===== src/hw/rtl/pnf_pkg.sv =====
package pnf_pkg;

  localparam int MaxWidthDef   = 64;
  localparam int DigitSlotsDef = 16;

  // field width counters; holds MAX_WIDTH and the longest content
  localparam int CntW = 7;
  localparam int ValW = 32;

  localparam logic [2:0] ActSdec = 3'd0;
  localparam logic [2:0] ActUdec = 3'd1;
  localparam logic [2:0] ActHex  = 3'd2;
  localparam logic [2:0] ActOct  = 3'd3;
  localparam logic [2:0] ActChar = 3'd4;

  localparam logic [7:0] CharSpace = 8'h20;
  localparam logic [7:0] CharPlus  = 8'h2b;
  localparam logic [7:0] CharMinus = 8'h2d;
  localparam logic [7:0] CharZero  = 8'h30;
  localparam logic [7:0] CharA     = 8'h61;
  localparam logic [7:0] CharX     = 8'h78;

  // ceil(2^35 / 10): q = (x * RecipTen) >> 35 is exact for 32-bit x
  localparam logic [31:0] RecipTen = 32'hCCCC_CCCD;

  typedef enum logic [1:0] {
    ContNone = 2'd0,
    ContNum  = 2'd1,
    ContChar = 2'd2
  } cont_e;

  typedef enum logic [1:0] {
    RadixDec = 2'd0,
    RadixHex = 2'd1,
    RadixOct = 2'd2
  } radix_e;

  typedef struct packed {
    cont_e             cont;
    radix_e            radix;
    logic [ValW-1:0]   mag;
    logic [7:0]        pre0;
    logic [7:0]        pre1;
    logic [1:0]        npre;
    logic              left;
    logic              zero;
    logic [CntW-1:0]   w;
  } job_t;

  typedef struct packed {
    logic push;
    logic full;
  } q_ctl_t;

endpackage


===== src/hw/rtl/pnf_front.sv =====
module pnf_front
  import pnf_pkg::*;
#(
  parameter int MaxWidth = MaxWidthDef
) (
  input  logic            start,
  input  logic [2:0]      action_i,
  input  logic [ValW-1:0] value_i,
  input  logic            flag_left_i,
  input  logic            flag_sign_i,
  input  logic            flag_space_i,
  input  logic            flag_prefix_i,
  input  logic            flag_zero_i,
  input  logic [CntW-1:0] width_i,
  input  logic            q_full_i,
  output q_ctl_t          q_ctl_o,
  output job_t            job_o
);

  always_comb begin
    job_o       = '0;
    job_o.cont  = ContNone;
    job_o.radix = RadixDec;
    job_o.mag   = value_i;
    job_o.pre0  = CharSpace;
    job_o.pre1  = CharSpace;
    job_o.npre  = 2'd0;
    job_o.left  = flag_left_i;
    job_o.zero  = flag_zero_i & ~flag_left_i;
    job_o.w     = (width_i > CntW'(MaxWidth)) ? CntW'(MaxWidth) : width_i;
    unique case (action_i)
      ActSdec: begin
        job_o.cont = ContNum;
        if (value_i[ValW-1]) begin
          job_o.mag  = ~value_i + ValW'(1);
          job_o.pre0 = CharMinus;
          job_o.npre = 2'd1;
        end else if (flag_sign_i) begin
          job_o.pre0 = CharPlus;
          job_o.npre = 2'd1;
        end else if (flag_space_i) begin
          job_o.pre0 = CharSpace;
          job_o.npre = 2'd1;
        end
      end
      ActUdec: begin
        job_o.cont = ContNum;
      end
      ActHex: begin
        job_o.cont  = ContNum;
        job_o.radix = RadixHex;
        if (flag_prefix_i) begin
          job_o.pre0 = CharZero;
          job_o.pre1 = CharX;
          job_o.npre = 2'd2;
        end
      end
      ActOct: begin
        job_o.cont  = ContNum;
        job_o.radix = RadixOct;
        if (flag_prefix_i) begin
          job_o.pre0 = CharZero;
          job_o.npre = 2'd1;
        end
      end
      ActChar: begin
        job_o.cont = ContChar;
      end
      default: begin
        job_o.cont = ContNone;
      end
    endcase
  end

  assign q_ctl_o.push = start & ~q_full_i;
  assign q_ctl_o.full = q_full_i;

endmodule


===== config.mk =====
export PLATFORM = sky130hd
export DESIGN_NAME = pnf_front
export DESIGN_NICKNAME = d
export VERILOG_FILES = /design/src/hw/rtl/pnf_pkg.sv /design/src/hw/rtl/pnf_front.sv
export SDC_FILE = /design/constraint.sdc
export NUM_CORES = 1
export LEC_CHECK = 0
export BUFFER_PORTS_ARGS = -buffer_cell sky130_fd_sc_hd__buf_2
export CAP_MARGIN = 20
export CORE_MARGIN = 4
export CORE_UTILIZATION = 38
export DETAILED_ROUTE_END_ITERATION = 8
export PLACE_DENSITY = 0.86
export SKIP_LAST_GASP = 1
export SYNTH_ARGS = -nofsm -noshare
export SYNTH_HDL_FRONTEND = slang
export SYNTH_SLANG_ARGS = --single-unit

===== constraint.sdc =====
create_clock -name vclk -period 4.8
set_input_delay 0.96 -clock vclk [all_inputs]
set_output_delay 0.96 -clock vclk [all_outputs]
set_load 0.02 [all_outputs]

==> impl_results.md <==
* Port Buffer Count at ~110
* Delay-heaviest family, CP: simple AND/OR/NAND/NOR gates
* Final min period at 3840 ps
* Mapped Area at a little under 1000 um2
* Worst path arrival time at between 2000 and 3000 ps
* Layout area overhead at 45.3%
* Synth warnings at 0
* WP depth at 6
* Overall die width at approximately 60 um
* Number of global-route vias before repair at ~1000
* Top cell types by occurrence after synthesis: xor2_1 (22), buf_4 (15), nor2_1 (15)
* Chip height at about 59 um
* Worst vdd ir at 65.3 uV
* Critical Path Most Common Cell: buf_2
* Final WL at roughly 3100 um
* Seq_cells at 0
* Leak pwr at 0.821 nW
* Drt wl/cell at about 11 um
* Crit-path max FO at 12
* Post-DP HPWL at between 2000 and 3000 um
* Via count at approximately 1300
* Worst hold path endpoint: q_ctl_o[0]
* Cell taking the most area after synthesis: xor2_1
* Startpoint Class: primary input
* Detailed-router iteration count before antenna repair at 4
* PwrDens at around 98 nW/um2
* Post-DR vias/cell at about 4.7
* Row count at 18
* Worst-margin pin slew at about 860 ps
* Register Area at 0 um2
* DRT iter0 DRCs at 45
* Min-delay worst type: primary input to output port
* # resized after CTS at 0
* Residual DRC count at 0
* Final worst-path cycle share at between 70% and 80%
* Worst Hold Depth at 2
* Crit Path Category: primary input to output port
* Crit end category: output port
* Initial Util at about two fifths
* Clock buf count at 0
* Final net count at approximately 290
* Worst path cell trace: buf_2, or4_4, nor3b_2, a41oi_1, xor2_1, buf_2
* Syn_area_per_cell at 6.69 um2
* # setup viols final at 0
* Final antenna-violating net count at 0
* Power, Total at 141 uW
* RSZ-0062 raised after global routing: false
* Status: finished, final reports clean
* Largest net degree at the start of global routing at 28
* Buffers inserted by post-CTS timing repair at 0
* Number of max-cap violations at 0
* CP max-delay cell: nor3b_2
* Ant diodes at 0
* Share of post-route cells with drive strength above 1 at between 40% and 50%
* Initial antenna violation count at 0
* DIE AREA at 3490 um2
* Global-route wire length before repair at between 4000 and 5000 um
* Core Area at 2480 um2
* GRT Util Overall at approximately 15%
* Count of different cell masters after synthesis at 33
* Hold Path Origin: q_full_i
* Gr ovfl total at 0
* Setup TNS at 0 ps
* Worst stage delay on the critical path at 650 ps
* Top cells by area, synth: xor2_1 (19%), buf_4 (11%), nor2b_1 (7.6%)
* Count leader, synth: xor2_1
* Mapped Cells at approximately 150
* Sequential area share after synthesis at 0%
* CTS Hold Buffers Added at 0
* Fmax at 261 MHz
* CP Buf/Inv Count at 2
* Hold Fails Final Rpt at 0
* GP Congestion at just over 0.8
* Fin. max-slew vios at 0
* Top-Level Pins at 114
* Rel. slew slack at 42.7%
* Yosys top cell area share at 19.5%
* Crit path required time at between 3000 and 4000 ps
through the flow:
step / utilization [%] / hold slack (ps) / cells / cell area, um2 / setup slack, ps
floorplan: - / 2000 / 154 / 1010 / 1370
global placement: 58.0 / 2150 / 269 / 1440 / 1000
detailed placement: 58.0 / 2150 / 269 / 1440 / 967
CTS: 58.0 / 2150 / 269 / 1440 / 962
global route: 58.0 / 2170 / 269 / 1440 / 832
finish: 58.0 / 2150 / 269 / 1440 / 965
routing by layer:
metal	routed length (um)	vias to the layer above	track usage, %
li1	-	679	-
met1	1260	545	20.1
met2	1580	51	28.2
met3	251	0	0.436
met4	0	0	1.29
met5	0	-	0
kinds of logic after synthesis:
family	count (synthesis)	share of synthesized area (%)
buffers and inverters	29	17.4
and+or+nand+nor	58	36.8
xor gates and xnor gates	29	25.7
other	2	0.759
AOI/OAI and AO/OA	29	18.1
adders and majority gates	1	1.26
worst max-delay path by stage:
stage                           from        end
after floorplan           value_i[1]  job_o[53]
after detailed placement  value_i[2]  job_o[54]
final                     value_i[2]  job_o[54]
after global placement    value_i[2]  job_o[54]
after CTS                 value_i[2]  job_o[54]
after global routing      value_i[2]  job_o[52]
cell usage in the layout, fill, tap and decap left out:
cell	count
a21boi_1	1
a21oi_1	10
a31oi_1	11
a41oi_1	2
and2_1	2
and3b_1	1
buf_2	106
conb_1	8
ha_1	1
inv_1	8
nand2_1	2
nand4b_1	1
nor2_1	15
nor2b_1	12
nor3_1	6
nor3b_1	2
nor3b_2	1
nor4_1	4
nor4_4	1
nor4b_1	3
nor4bb_1	1
o21ai_0	2
o2bb2ai_1	1
o31ai_1	1
o41ai_1	1
or3_1	4
or4_1	1
or4_4	2
xnor2_1	7
xor2_1	22
area by class of cell:
cell class	count	area, um2
Tap cell	30	37.5
Multi-Input combinational cell	125	840
Inverter	8	30.0
Fill cell	261	1040
Timing Repair Buffer	106	531
report_power, final:
group / internal [mW] / switching (mW)
clock: 0 / 0
sequential: 0 / 0
combinational: 0.0526 / 0.0887
(Power assumes the default switching activity.)
